--- config.mk ---
export PLATFORM = sky130hd
export DESIGN_NAME = rsmg_front
export DESIGN_NICKNAME = d
export VERILOG_FILES = /design/src/rtl/rolling_sigma_motion_gate_top_macros.svh /design/src/rtl/rsmg_pkg.sv /design/src/rtl/rsmg_front.sv
export SDC_FILE = /design/constraint.sdc
export NUM_CORES = 1
export LEC_CHECK = 0
export BUFFER_PORTS_ARGS = -buffer_cell sky130_fd_sc_hd__buf_2
export CORE_MARGIN = 3
export CORE_UTILIZATION = 50
export CTS_CLUSTER_DIAMETER = 200
export CTS_CLUSTER_SIZE = 8
export DETAILED_ROUTE_END_ITERATION = 16
export GPL_TIMING_DRIVEN = 0
export PLACE_DENSITY = 0.77
export REMOVE_ABC_BUFFERS = 1
export SYNTH_ARGS = -nofsm -noshare
export SYNTH_HDL_FRONTEND = slang
export SYNTH_SLANG_ARGS = --single-unit
--- constraint.sdc ---
create_clock -name clk -period 3.8 [get_ports clk]
set_input_delay 0.95 -clock clk [delete_from_list [all_inputs] [get_ports clk]]
set_output_delay 0.95 -clock clk [all_outputs]
set_load 0.02 [all_outputs]
--- src/rtl/rolling_sigma_motion_gate_top_macros.svh ---
// assertion macros for the rolling sigma motion gate
// needs a clock named clk and a reset named rst in the module that uses them
`ifndef ROLLING_SIGMA_MOTION_GATE_TOP_MACROS_SVH
`define ROLLING_SIGMA_MOTION_GATE_TOP_MACROS_SVH

// same-cycle implication, off during reset
`define RSMG_ASSERT_NOW(label, cond, prop) \
  label: assert property (@(posedge clk) disable iff (rst) (cond) |-> (prop)) \
    else $error("rsmg assertion failed");

// next-cycle implication, off during reset
`define RSMG_ASSERT_NEXT(label, cond, prop) \
  label: assert property (@(posedge clk) disable iff (rst) (cond) |=> (prop)) \
    else $error("rsmg assertion failed");

`endif

--- src/rtl/rsmg_pkg.sv ---
// shared types, constants and register codes for the rolling sigma motion gate
// no dependencies
package rsmg_pkg;

  localparam int DEF_MAX_WINDOW  = 128;
  localparam int DEF_SAMPLE_BITS = 16;

  localparam int WL_W       = 8;
  localparam int THR_W      = 16;
  localparam int HOLD_W     = 16;
  localparam int CNT_W      = 32;
  localparam int CFG_DATA_W = 16;
  localparam int CFG_IDX_W  = 2;
  localparam int MIN_SPREAD_N = 2;

  localparam logic [WL_W-1:0]   RST_WINDOW_LENGTH = 8'd64;
  localparam logic [THR_W-1:0]  RST_ENTER_THR     = 16'd1000;
  localparam logic [THR_W-1:0]  RST_EXIT_THR      = 16'd500;
  localparam logic [HOLD_W-1:0] RST_EXIT_HOLD     = 16'd10;

  typedef enum logic [CFG_IDX_W-1:0] {
    REG_WINDOW_LENGTH = 2'd0,
    REG_ENTER_THR     = 2'd1,
    REG_EXIT_THR      = 2'd2,
    REG_EXIT_HOLD     = 2'd3
  } cfg_reg_t;

  typedef struct packed {
    logic [WL_W-1:0]   window_length;
    logic [THR_W-1:0]  enter_level;
    logic [THR_W-1:0]  exit_level;
    logic [HOLD_W-1:0] exit_hold;
  } cfg_t;

  typedef enum logic [2:0] {
    ST_IDLE,
    ST_READ,
    ST_ACC,
    ST_MUL,
    ST_CMP
  } core_state_t;

endpackage

--- src/rtl/rsmg_front.sv ---
// front end: takes input beats, splits clear from sample, two-entry queue
// depends on rsmg_pkg
module rsmg_front #(
  parameter int SAMPLE_BITS = rsmg_pkg::DEF_SAMPLE_BITS
) (
  input  logic                          clk,
  input  logic                          rst,
  input  logic                          item_valid,
  output logic                          item_stall,
  input  logic                          op,
  input  logic signed [SAMPLE_BITS-1:0] sample,
  output logic                          head_valid,
  output logic                          head_clear,
  output logic signed [SAMPLE_BITS-1:0] head_sample,
  input  logic                          head_pop
);

  localparam int ENT_W = SAMPLE_BITS + 1;

  logic [ENT_W-1:0] slot [2];
  logic             wr_ptr;
  logic             rd_ptr;
  logic [1:0]       count;
  logic             push;
  logic             pop;
  logic [ENT_W-1:0] head;

  assign item_stall = (count == 2'd2);
  assign push       = item_valid && !item_stall;
  assign pop        = head_pop && (count != 2'd0);

  assign head        = slot[rd_ptr];
  assign head_valid  = (count != 2'd0);
  assign head_clear  = head[ENT_W-1];
  assign head_sample = $signed(head[SAMPLE_BITS-1:0]);

  always_ff @(posedge clk) begin
    if (push) begin
      slot[wr_ptr] <= {op, sample};
    end
  end

  always_ff @(posedge clk) begin
    if (rst) begin
      wr_ptr <= 1'b0;
      rd_ptr <= 1'b0;
      count  <= 2'd0;
    end else begin
      if (push) begin
        wr_ptr <= ~wr_ptr;
      end
      if (pop) begin
        rd_ptr <= ~rd_ptr;
      end
      case ({push, pop})
        2'b10:   count <= count + 2'd1;
        2'b01:   count <= count - 2'd1;
        default: count <= count;
      endcase
    end
  end

endmodule

# Word-level counts from Yosys, hierarchy flattened
# Memory sizes are Yosys's and may differ from the RTL's. A register that Yosys moved wholly into a read port is not among the register bits.
# Index checks and enable logic that the tools add are counted.
# W data, S select, Z words.
totals:
  out_inout_bits: 19
  n_memories: 1
  input_bits: 21
  elab_cells: 21
  ff_bits: 4
  ram_bits: 34
classes:
  n_bitwise: 2
  eq_ne: 3
  reduce_logical: 5
  n_addsub: 2
  n_mux: 5
memory_table:
  columns: ["name", "depth", "width", "rd", "rd_clocked_by_memory_dff", "write_ports", "line", "text"]
  rows:
  - ["slot", 2, 17, 1, 1, 1, "rsmg_front.sv:20", "logic [ENT_W-1:0] slot [2];"]
op_table:
  columns: ["operator", "n"]
  rows:
  - ["$eq A2 B2 Y1 const B", 2]
  - ["$mux W1", 4]
  - ["$pmux W2 S2", 1]
  - ["$reduce_bool A2 Y1", 2]
  - ["$add A2 B1 Y2 const B", 1]
  - ["$eq A2 B1 Y1 const B", 1]
  - ["$logic_and A1 B1 Y1", 2]
  - ["$not A1 Y1", 2]
  - ["$sub A2 B1 Y2 const B", 1]
  - ["$logic_not A1 Y1", 1]

# Longest topological paths before layout
# Gate-level depths: netlist of run 1.
logic_depth:
  word_depth: 5
  mapped_depth: 6
  ltp_nobuf: 6

# Least setup slack after synthesis of run 1
# No wires, ideal clock.
synth_path:
  kind: "in2reg"
  start: "in item_valid"
  end: "mem slot[0][0] (netlist name) (enable)"
  path_buffers: 0
  path_slack_ns: 1.740
  arrival_time_ns: 1.691
  t_required_ns: 3.431
  stages: 3
  setup_ns: 0.369
  cell_sequence: "inv_1 -> or3_1 -> inv_1"
synth_between:
  elab_chain_cells: 3
synth_lines:
  columns: ["element", "line", "text"]
  rows:
  - ["start: declaration", "rsmg_front.sv:8", "input logic item_valid,"]
  - ["$logic_and A1 B1 Y1", "rsmg_front.sv:29", "assign push = item_valid && !item_stall;"]
  - ["$mux W1", "rsmg_front.sv:38", "if (push) begin"]
  - ["$mux W1 (not written as such)", "rsmg_front.sv:39", "slot[wr_ptr] <= {op, sample};"]
  - ["end: declaration", "rsmg_front.sv:20", null]
# No other way between the ends.

==> results of run 1 <==
==> state kept, by name, summed over array words and instances (netlist names), named ones only <==
signal,flops
rd_ptr,1
count,2
wr_ptr,1
slot,34
==> cells in the final DEF, fill, tap and decap left out <==
| cell | synthesis | final |
|---|---|---|
| buf_2 | 2 | 39 |
| edfxtp_1 | 34 | 34 |
| mux2_2 | 10 | 10 |
| mux2_1 | 7 | 7 |
| dfxtp_1 | 5 | 5 |
| clkbuf_4 | 0 | 5 |
| nor2_1 | 3 | 3 |
| inv_1 | 2 | 2 |
| or3_1 | 2 | 2 |
| xnor2_1 | 2 | 2 |
| o21ai_0 | 2 | 2 |
| a21oi_1 | 2 | 2 |
| o21a_1 | 1 | 1 |
| or2_2 | 1 | 1 |
| nand2b_2 | 1 | 1 |
| inv_2 | 1 | 1 |
| and3_1 | 1 | 1 |
| nand2_1 | 1 | 1 |
| xor2_1 | 1 | 1 |
| ha_1 | 1 | 1 |
| clkinv_1 | 0 | 1 |
| clkinv_2 | 0 | 1 |
| bufinv_16 | 0 | 1 |
==> routing by layer <==
| metal | part of all wire [%] | GRT usage, % | up-vias |
|---|---|---|---|
| li1 | - | - | 383 |
| met1 | 36 | 12.8 | 369 |
| met2 | 52 | 25.8 | 31 |
| met3 | 9.6 | 7.78 | 7 |
| met4 | 1.8 | 5.70 | 0 |
| met5 | 0 | 0 | - |
==> kinds of logic (layout without fill, tap and decap cells) <==
group / Yosys count / count (layout)
AOI/OAI and AO/OA: 5 / 5
xor gates and xnor gates: 3 / 3
adders and majority gates: 1 / 1
buffers and inverters: 5 / 50
DFF: 39 / 39
muxes: 17 / 17
and+or+nand+nor: 9 / 9
==> Yosys cell counts (all sizes together) <==
cell	number	area share [%]
o21a	1	0.52
a21oi	2	0.69
o21ai	2	0.69
edfxtp	34	70
ha	1	0.86
dfxtp	5	6.9
xnor2	2	1.2
mux2	17	13
nand2b	1	0.60
or2	1	0.43
nand2	1	0.26
buf	2	0.69
inv	3	0.78
or3	2	0.86
nor2	3	0.78
and3	1	0.43
xor2	1	0.60
==> per-stage QoR <==
| step | setup WS (ns) | util, % |
|---|---|---|
| 3_3_place_gp | 1.45 | 64.0 |
| 2_1_floorplan | 1.74 | - |
| 3_5_place_dp | 1.44 | 64.0 |
| 5_1_grt | 0.986 | 66.9 |
| 6_report | 1.10 | 66.9 |
| 4_1_cts | 1.07 | 66.9 |
==> area by class of cell <==
cell class | count | area, um2 | area share (%)
sequential | 39 | 1120 | 64.1
multi-input combinational | 35 | 307 | 17.5
timing repair buffer | 39 | 195 | 11.2
clock inverter | 3 | 38.8 | 2.22
clock buffer | 5 | 37.5 | 2.15
tap | 30 | 37.5 | 2.15
inverter | 3 | 11.3 | 0.644
==> worst max-delay path, cell delays in order, from the launching register on <==
cell     delay (ns)
dfxtp_1        0.83
mux2_2         0.42
buf_2          0.16
==> path summary, 6_finish.rpt <==
| check | startpoint | to | slack (ns) | depth (start not counted) |
|---|---|---|---|---|
| min reg2reg | wr_ptr$_SDFFE_PP0P_ | wr_ptr$_SDFFE_PP0P_ | 0.49 | 2 |
| max | flip-flop | head_sample[10] | 1.10 | 2 |
| min | wr_ptr$_SDFFE_PP0P_ | wr_ptr$_SDFFE_PP0P_ | 0.49 | 2 |
| max reg2reg | count[0]$_SDFFE_PP0P_ | slot[0][9]$_DFFE_PP_ | 1.97 | 4 |
==> power by group <==
group          leakage (nW)  total [mW]  internal (mW)  switching, mW
clock network        0.0426       0.259          0.135          0.124
registers             0.359       0.598          0.545         0.0530
logic                 0.287       0.363          0.157          0.206
total                 0.689        1.22          0.837          0.383
==> reports/metrics.yaml, run 1 <==
outcome:
  status: "finished, final reports clean"
cells_and_area:
  instances_no_fill: 154
  area_delta_synth_final_pct: 20.6
  fill_cells: 182
  drive_above_1_share_pct: 47.6
  fin_area_um2: 1750
  diodes: 0
  final_nets: 145
routing:
  avgRoutedWirePerCell_um: 15.1
  first_pass_iters: 3
  drc: 0
  drtIter0Drc: 19
  wl_mm: 2.32
  drtAntennaViolNets: 0
  num_vias: 790
  viasPerCell: 5.13
grt:
  track_usage_pct: 14.2
  grt_max_degree: 18
  gr-total-overflow: 0
  grt_pass1_wl_mm: 3.48
  antenna_found_initial: 0
  grt_pass1_vias: 817
sta:
  tightest_slew_ns: 0.806
  fin_crit_ns: 2.70
  period_share_pct: 70.9
  rsz0062_at_grt: "no"
  hold_slack_ns: 0.494
  relSlewSlack_pct: 46.3
  drv_slew: 0
  setup_viol: 0
  fin_tns_setup_ns: 0
  finalHoldViolations: 0
  clock.fmax_ghz: 0.371
  skew_ns: 0.00485
cts:
  insertion_delay_ns: 0.33
  cts_resized: 0
  ctsHoldBuffers: 0
  cts_sinks: 39
  cts_buffers: 5
  cts_htree_levels: 2
  clk_path_buf_depth: 2
  clk_pin_slew_ns: 0.11
  tritoncts: "built"
  cts_root_buffer: "clkbuf_4"
  post-cts-setup-buffers: 0
power_and_ir_drop:
  fin_total_pwr_mw: 1.22
  p_leak_nw: 0.689
  ir_drop_uv: 607
  p_per_area_nw_per_um2: 698
floorplanning:
  die_area_um2: 3580
  rows: 18
  dieHeight_um: 59.8
  floorplan.initialDensity_pct: 55.5
  core_area_um2: 2610
  io_pins: 40
  floorplan.die.width_um: 59.8
synth:
  synthAdderAreaFrac_pct: 0.864
  ys_seq_area_share_pct: 77.4
  synth_cell_types: 19
  synthSimpleGateAreaFrac_pct: 3.37
  syn_inst: 79
  synth-xor-area-share_pct: 1.81
  synth.area.mux_share_pct: 13.2
  synth_compound_area_share_pct: 1.90
  syn_area_per_cell_um2: 18.3
  synth_warnings: 0
  syn-cell-area_um2: 1450
  synth_top_family_by_area: "multiplexers"
  synth_seq_cells: 39
run:
  max-cap-violations: 0
placed_design:
  post_dp_cell_area_um2: 1670
  gp_congestion: 0.632
  dp.cells: 146
  io_buffers: 39
  hpwl_mm: 1.67
worst_setup_path:
  worstSetupPathType: "reg -> out"
  cp.arrival_ns: 1.75
  crit_path_start_kind: "flip-flop"
  required_ns: 2.85
  path_max_fanout: 17
  cp-end-kind: "output pin"
min_path:
  hold_class: "reg -> reg"
(Power assumes the default switching activity.)
==> run 2: changes to the inputs <==
Settings changed: CORE_UTILIZATION 50 to 45, PLACE_DENSITY 0.77 to 0.73.
Clock period 3.8 ns to 2.25 ns, I/O delays scaled along.
==> run 2 against run 1 <==
Compared with the run above:
- clock skew is 0.0028 ns lower
- via count grew 2.9%
- routed wire length fell by 3.4%
- first-iteration DRC count grew 5.3%
==> reports/metrics.yaml, run 2 (same netlist as run 1, synthesis figures left out) <==
outcome:
  status: "finished, final reports clean"
power_and_ir_drop:
  p_leak_nw: 0.673  # -2.3%
  ir_drop_uv: 618  # +1.9%
  p_per_area_nw_per_um2: 1110  # +59%
worst_setup_path:
  required_ns: 1.69  # -1.16 ns
  crit_path_cell_trace: "mux2_2 -> buf_2"
  cp.arrival_ns: 1.47  # -0.28 ns
  crit_path_start_kind: "flip-flop"
  cp-end-kind: "output pin"
  critPathSlowestCell: "dfxtp_2"
  worstSetupPathType: "reg -> out"
  path_max_fanout: 17  # unchanged
  max_stage_delay_ns: 0.60  # -0.23 ns
cells_and_area:
  diodes: 0  # unchanged
  largest_reg_flops: 34  # unchanged
  top_register: "slot"
  reg.largest.list: "slot x34, count x2"
  final_util_pct: 59.9  # -7.0 points
  final_nets: 145  # unchanged
  fill_cells: 246  # +35%
  drive_above_1_share_pct: 46.8  # -0.81 points
  final_common_cell: "buf_2"
  instances_no_fill: 166  # +7.8%
  final_cell_mix: "39 x buf_2, 34 x edfxtp_1, 10 x mux2_2"
  area_delta_synth_final_pct: 19.9
floorplanning:
  die_area_um2: 3940  # +10%
  dieHeight_um: 62.7  # +4.9%
  floorplan.initialDensity_pct: 50.0  # -5.5 points
  rows: 19  # +1
  io_pins: 40  # unchanged
  floorplan.die.width_um: 62.7  # +4.9%
  core_area_um2: 2900  # +11%
placed_design:
  pre_cts_slack_ns: 0.232  # -1.21 ns
  dp.cells: 158  # +8.2%
  hpwl_mm: 1.57  # -5.8%
  gp_congestion: 0.636  # +0.68%
  io_buffers: 39  # unchanged
cts:
  cts_root_buffer: "clkbuf_4"
  insertion_delay_ns: 0.32  # about the same
  ctsHoldBuffers: 0  # unchanged
  clk_pin_slew_ns: 0.10  # about the same
  post-cts-setup-buffers: 0  # unchanged
  clk_path_buf_depth: 2  # unchanged
  cts_htree_levels: 2  # unchanged
  cts_sinks: 39  # unchanged
  tritoncts: "built"
  cts_buffers: 5  # unchanged
routing:
  first_pass_iters: 4  # +1
  avgRoutedWirePerCell_um: 13.5  # -10%
  drtAntennaViolNets: 0  # unchanged
  drc: 0  # unchanged
  num_vias: 813  # +2.9%
  drtIter0Drc: 20  # +1
  wl_mm: 2.25  # -3.4%
  viasPerCell: 4.90  # -4.5%
sta:
  tightest_slew_ns: 0.777  # -0.0284 ns
  finalHoldViolations: 0  # unchanged
  clock.fmax_ghz: 0.492
  fin_tns_setup_ns: 0  # unchanged
  setup_viol: 0  # unchanged
  drv_slew: 0  # unchanged
  setup_slack_ns: 0.216  # -0.889 ns
  rsz0062_at_grt: "no"
  period_share_pct: 90.4
  fin_crit_ns: 2.03
  relSlewSlack_pct: 48.2  # +1.9 points
  skew_ns: 0.00209  # -0.00276 ns
grt:
  grt_pass1_wl_mm: 3.82  # +9.5%
  grt_max_degree: 18  # unchanged
  grt_pass1_vias: 856  # +4.8%
  track_usage_pct: 13.0  # -1.2 points
  gr-total-overflow: 0  # unchanged
  antenna_found_initial: 0  # unchanged
run:
  max-cap-violations: 0  # unchanged
min_path:
  hold_class: "in -> reg"
[run 2: path summary, 6_finish.rpt]
kind / start / endpoint / slack (ns) / cells past startpoint
setup / recovery: flip-flop / head_sample[7] / 0.22 / 2
hold / removal: sample[12] / slot[1][12]$_DFFE_PP_ / 0.42 / 1
setup reg to reg: count[0]$_SDFFE_PP0P_ / slot[0][4]$_DFFE_PP_ / 0.40 / 4
hold reg to reg: wr_ptr$_SDFFE_PP0P_ / wr_ptr$_SDFFE_PP0P_ / 0.50 / 2
[run 2: layout make-up]
| type | instances | area (um2) | share of cell area, % |
|---|---|---|---|
| Inverter | 3 | 11.3 | 0.648 |
| Multi-Input combinational cell | 35 | 307 | 17.7 |
| Sequential cell | 39 | 1120 | 64.6 |
| Timing Repair Buffer | 39 | 195 | 11.2 |
| Clock buffer | 8 | 48.8 | 2.81 |
| Tap cell | 42 | 52.6 | 3.03 |
[run 2: metal layers]
layer  up-vias  global-route usage (%)  wire (um)  part of all wire (%)
li1        386                       -          -                     -
met3         4                    6.29        173                   7.7
met2        34                    22.1       1170                    52
met1       389                    13.3        853                    38
met5         -                       0          0                     0
met4         0                    6.61         42                   1.9
[run 2: through the flow]
stage          power (mW)  hold slack, ns  cell area, um2
3_5_place_dp         1.65           0.485            1690
3_3_place_gp         1.63           0.468            1690
6_report             1.93           0.422            1740
2_1_floorplan        1.44           0.452            1440
4_1_cts              1.97           0.399            1740
5_1_grt              2.06           0.387            1740
[run 2: report_power, final]
| part | switching, mW | internal, mW | total, mW | leakage (nW) |
|---|---|---|---|---|
| logic | 0.343 | 0.264 | 0.606 | 0.287 |
| registers | 0.0887 | 0.923 | 1.01 | 0.360 |
| clock network | 0.191 | 0.125 | 0.315 | 0.0265 |
| total | 0.622 | 1.31 | 1.93 | 0.673 |
[run 2: worst max-delay path: cells and delay by family, from the launching register on]
| family | cells | cell delay (ns) |
|---|---|---|
| muxes | 1 | 0.39 |
| buffers and inverters | 1 | 0.16 |
| DFF | 1 | 0.60 |
[run 2: timing repair]
item	4_1_cts	5_1_grt
resized for setup	1	0
endpoints found under the setup margin	17	0
hold endpoints to repair	0	0
==> run 3: changes to the inputs <==
Settings changed: ABC_AREA from default to 1, CORE_UTILIZATION 45 to 46, PLACE_DENSITY 0.73 to 0.74.
==> run 3 against run 2 <==
Compared with the run above:
- final area rose by 4.1%
- first-iteration DRC count up 110%
- combinational power down 25%
- power is 11% lower
- largest power group unchanged
- clock power grew 3%
- global-route usage up 0.33 points
==> reports/metrics.yaml, run 3 <==
outcome:
  status: "finished, final reports clean"
cells_and_area:
  final_util_pct: 57.8  # -2.1 points
  instances_no_fill: 182  # +9.6%
  drive_above_1_share_pct: 49.3  # +2.5 points
  top_register: "slot"
  largest_reg_flops: 34  # unchanged
  final_nets: 159  # +9.7%
  reg.largest.list: "slot x34, count x2"
  final_common_cell: "buf_2"
  area_delta_synth_final_pct: 17.8
  final_cell_mix: "39 x buf_2, 34 x edfxtp_1, 10 x mux2_4, 10 x nor2_1, 9 x inv_1"
  diodes: 0  # unchanged
synth:
  async_reset_ff_share_pct: 0  # unchanged
  ys_seq_area_share_pct: 73.0  # -4.4 points
  synth_area_leaders: "edfxtp_1 67%, mux2_4 9.8%, dfxtp_1 6.5%"
  synth_warnings: 0  # unchanged
  synthFlopType: "edfxtp_1"
  synth-edff-count: 34  # unchanged
  syn_inst: 93  # +18%
  synth_cell_types: 17  # -2
  yosysMostFrequentCell: "edfxtp_1"
  yosys.area.top_type: "edfxtp_1"
  synthTopCellsByCount: "34 x edfxtp_1, 11 x nor2_1, 10 x mux2_4"
  syn-cell-area_um2: 1540  # +6.0%
  syn_area_per_cell_um2: 16.5  # -10%
  yosysTopAreaCellShare_pct: 66.5  # -4.0 points
  synth_seq_cells: 39  # unchanged
worst_setup_path:
  path_max_fanout: 17  # unchanged
  cp.arrival_ns: 1.55  # +0.08 ns
  max_stage_delay_ns: 0.67  # +0.07 ns
  crit_buf_inv: 1  # unchanged
  crit_path_start_kind: "flip-flop"
  crit_family: "flip-flops"
  required_ns: 1.69  # about the same
  worstSetupPathType: "reg -> out"
  cp-end-kind: "output pin"
  crit_path_cell_trace: "mux2_2 -> buf_2"
  critPathSlowestCell: "dfxtp_2"
power_and_ir_drop:
  fin_total_pwr_mw: 1.73  # -11%
  p_leak_nw: 0.747  # +11%
  ir_drop_uv: 452  # -27%
  p_per_area_nw_per_um2: 956  # -14%
grt:
  gr-total-overflow: 0  # unchanged
  antenna_found_initial: 0  # unchanged
  grt_pass1_vias: 853  # -0.35%
  grt_pass1_wl_mm: 3.96  # +3.8%
  grt_max_degree: 18  # unchanged
  track_usage_pct: 13.4  # +0.33 points
routing:
  drtIter0Drc: 41  # +110%
  viasPerCell: 4.70  # -4.0%
  avgRoutedWirePerCell_um: 13.1  # -2.9%
  num_vias: 856  # +5.3%
  wl_mm: 2.39  # +6.4%
  drtAntennaViolNets: 0  # unchanged
  drc: 0  # unchanged
  first_pass_iters: 4  # unchanged
floorplanning:
  core_area_um2: 3130  # +7.9%
  floorplan.initialDensity_pct: 49.1  # -0.88 points
  die_area_um2: 4070  # +3.3%
  dieHeight_um: 63.8  # +1.6%
  rows: 20  # +1
  floorplan.die.width_um: 63.8  # +1.6%
  io_pins: 40  # unchanged
placed_design:
  dp.cells: 174  # +10%
  hpwl_mm: 1.69  # +7.9%
  gp_congestion: 0.605  # -5.0%
  pre_cts_slack_ns: -0.214  # -0.446 ns
  io_buffers: 39  # unchanged
sta:
  tightest_slew_ns: 0.884  # +0.107 ns
  clock.fmax_ghz: 0.473  # -3.9%
  finalHoldViolations: 0  # unchanged
  setup_slack_ns: 0.134  # -0.0822 ns
  drv_slew: 0  # unchanged
  fin_crit_ns: 2.12  # +0.0822 ns
  relSlewSlack_pct: 41.0  # -7.2 points
  skew_ns: 0.00387  # +0.00179 ns
  rsz0062_at_grt: "no"
  period_share_pct: 94.1  # +3.7 points
  setup_viol: 0  # unchanged
min_path:
  hold_class: "in -> reg"
cts:
  clk_pin_slew_ns: 0.10  # about the same
  ctsHoldBuffers: 0  # unchanged
  insertion_delay_ns: 0.33  # about the same
  cts_root_buffer: "clkbuf_4"
  cts_resized: 2  # +1
  cts_sinks: 39  # unchanged
  cts_htree_levels: 2  # unchanged
  tritoncts: "built"
  cts_buffers: 5  # unchanged
  clk_path_buf_depth: 2  # unchanged
  post-cts-setup-buffers: 0  # unchanged
run:
  max-cap-violations: 0  # unchanged
## run 3: kinds of logic after synthesis
group | count (synthesis) | share of synthesized area (%)
flip-flops | 39 | 73.0
adder cells (fa/ha/maj) | 1 | 0.815
AND/OR/NAND/NOR | 21 | 5.79
multiplexers | 17 | 14.9
AO/OA/AOI/OAI | 3 | 0.977
buffers and inverters | 12 | 4.48
## run 3: final timing paths
check             slack, ns                   from  cells after the start                    end
setup / recovery       0.13              flip-flop                      2        head_sample[15]
hold / removal         0.41             sample[14]                      1  slot[1][14]$_DFFE_PP_
setup reg to reg       0.43  count[1]$_SDFFE_PP0P_                      5  slot[0][15]$_DFFE_PP_
hold reg to reg        0.51    rd_ptr$_SDFFE_PP0P_                      2              flip-flop
## run 3: area by class of cell
class,count,area [um2]
fill,255,1320
multi-input combinational,42,348
tap,44,55.1
timing repair buffer,39,195
sequential,39,1120
clock inverter,1,5.00
inverter,10,37.5
clock buffer,7,45.0
## run 3: layer usage
layer  vias to the layer above  global-route usage (%)  part of all wire, %
met5                         -                       0                    0
met3                         6                    5.10                  5.6
li1                        414                       -                    -
met2                        27                    22.8                   52
met4                         0                    6.47                  2.2
met1                       409                    14.6                   40
## run 3: per-stage QoR
stage / hold slack [ns] / setup TNS (ns) / instance area, um2
floorplan: 0.465 / 0 / 1500
global placement: 0.480 / -2.56 / 1750
detailed placement: 0.488 / -3.62 / 1750
CTS: 0.392 / 0 / 1810
global route: 0.382 / 0 / 1810
finish: 0.407 / 0 / 1810
## run 3: where the power goes
group          switching, mW  internal [mW]
Clock                  0.203          0.122
Combinational          0.260          0.195
Sequential            0.0623          0.886
Total                  0.525           1.20
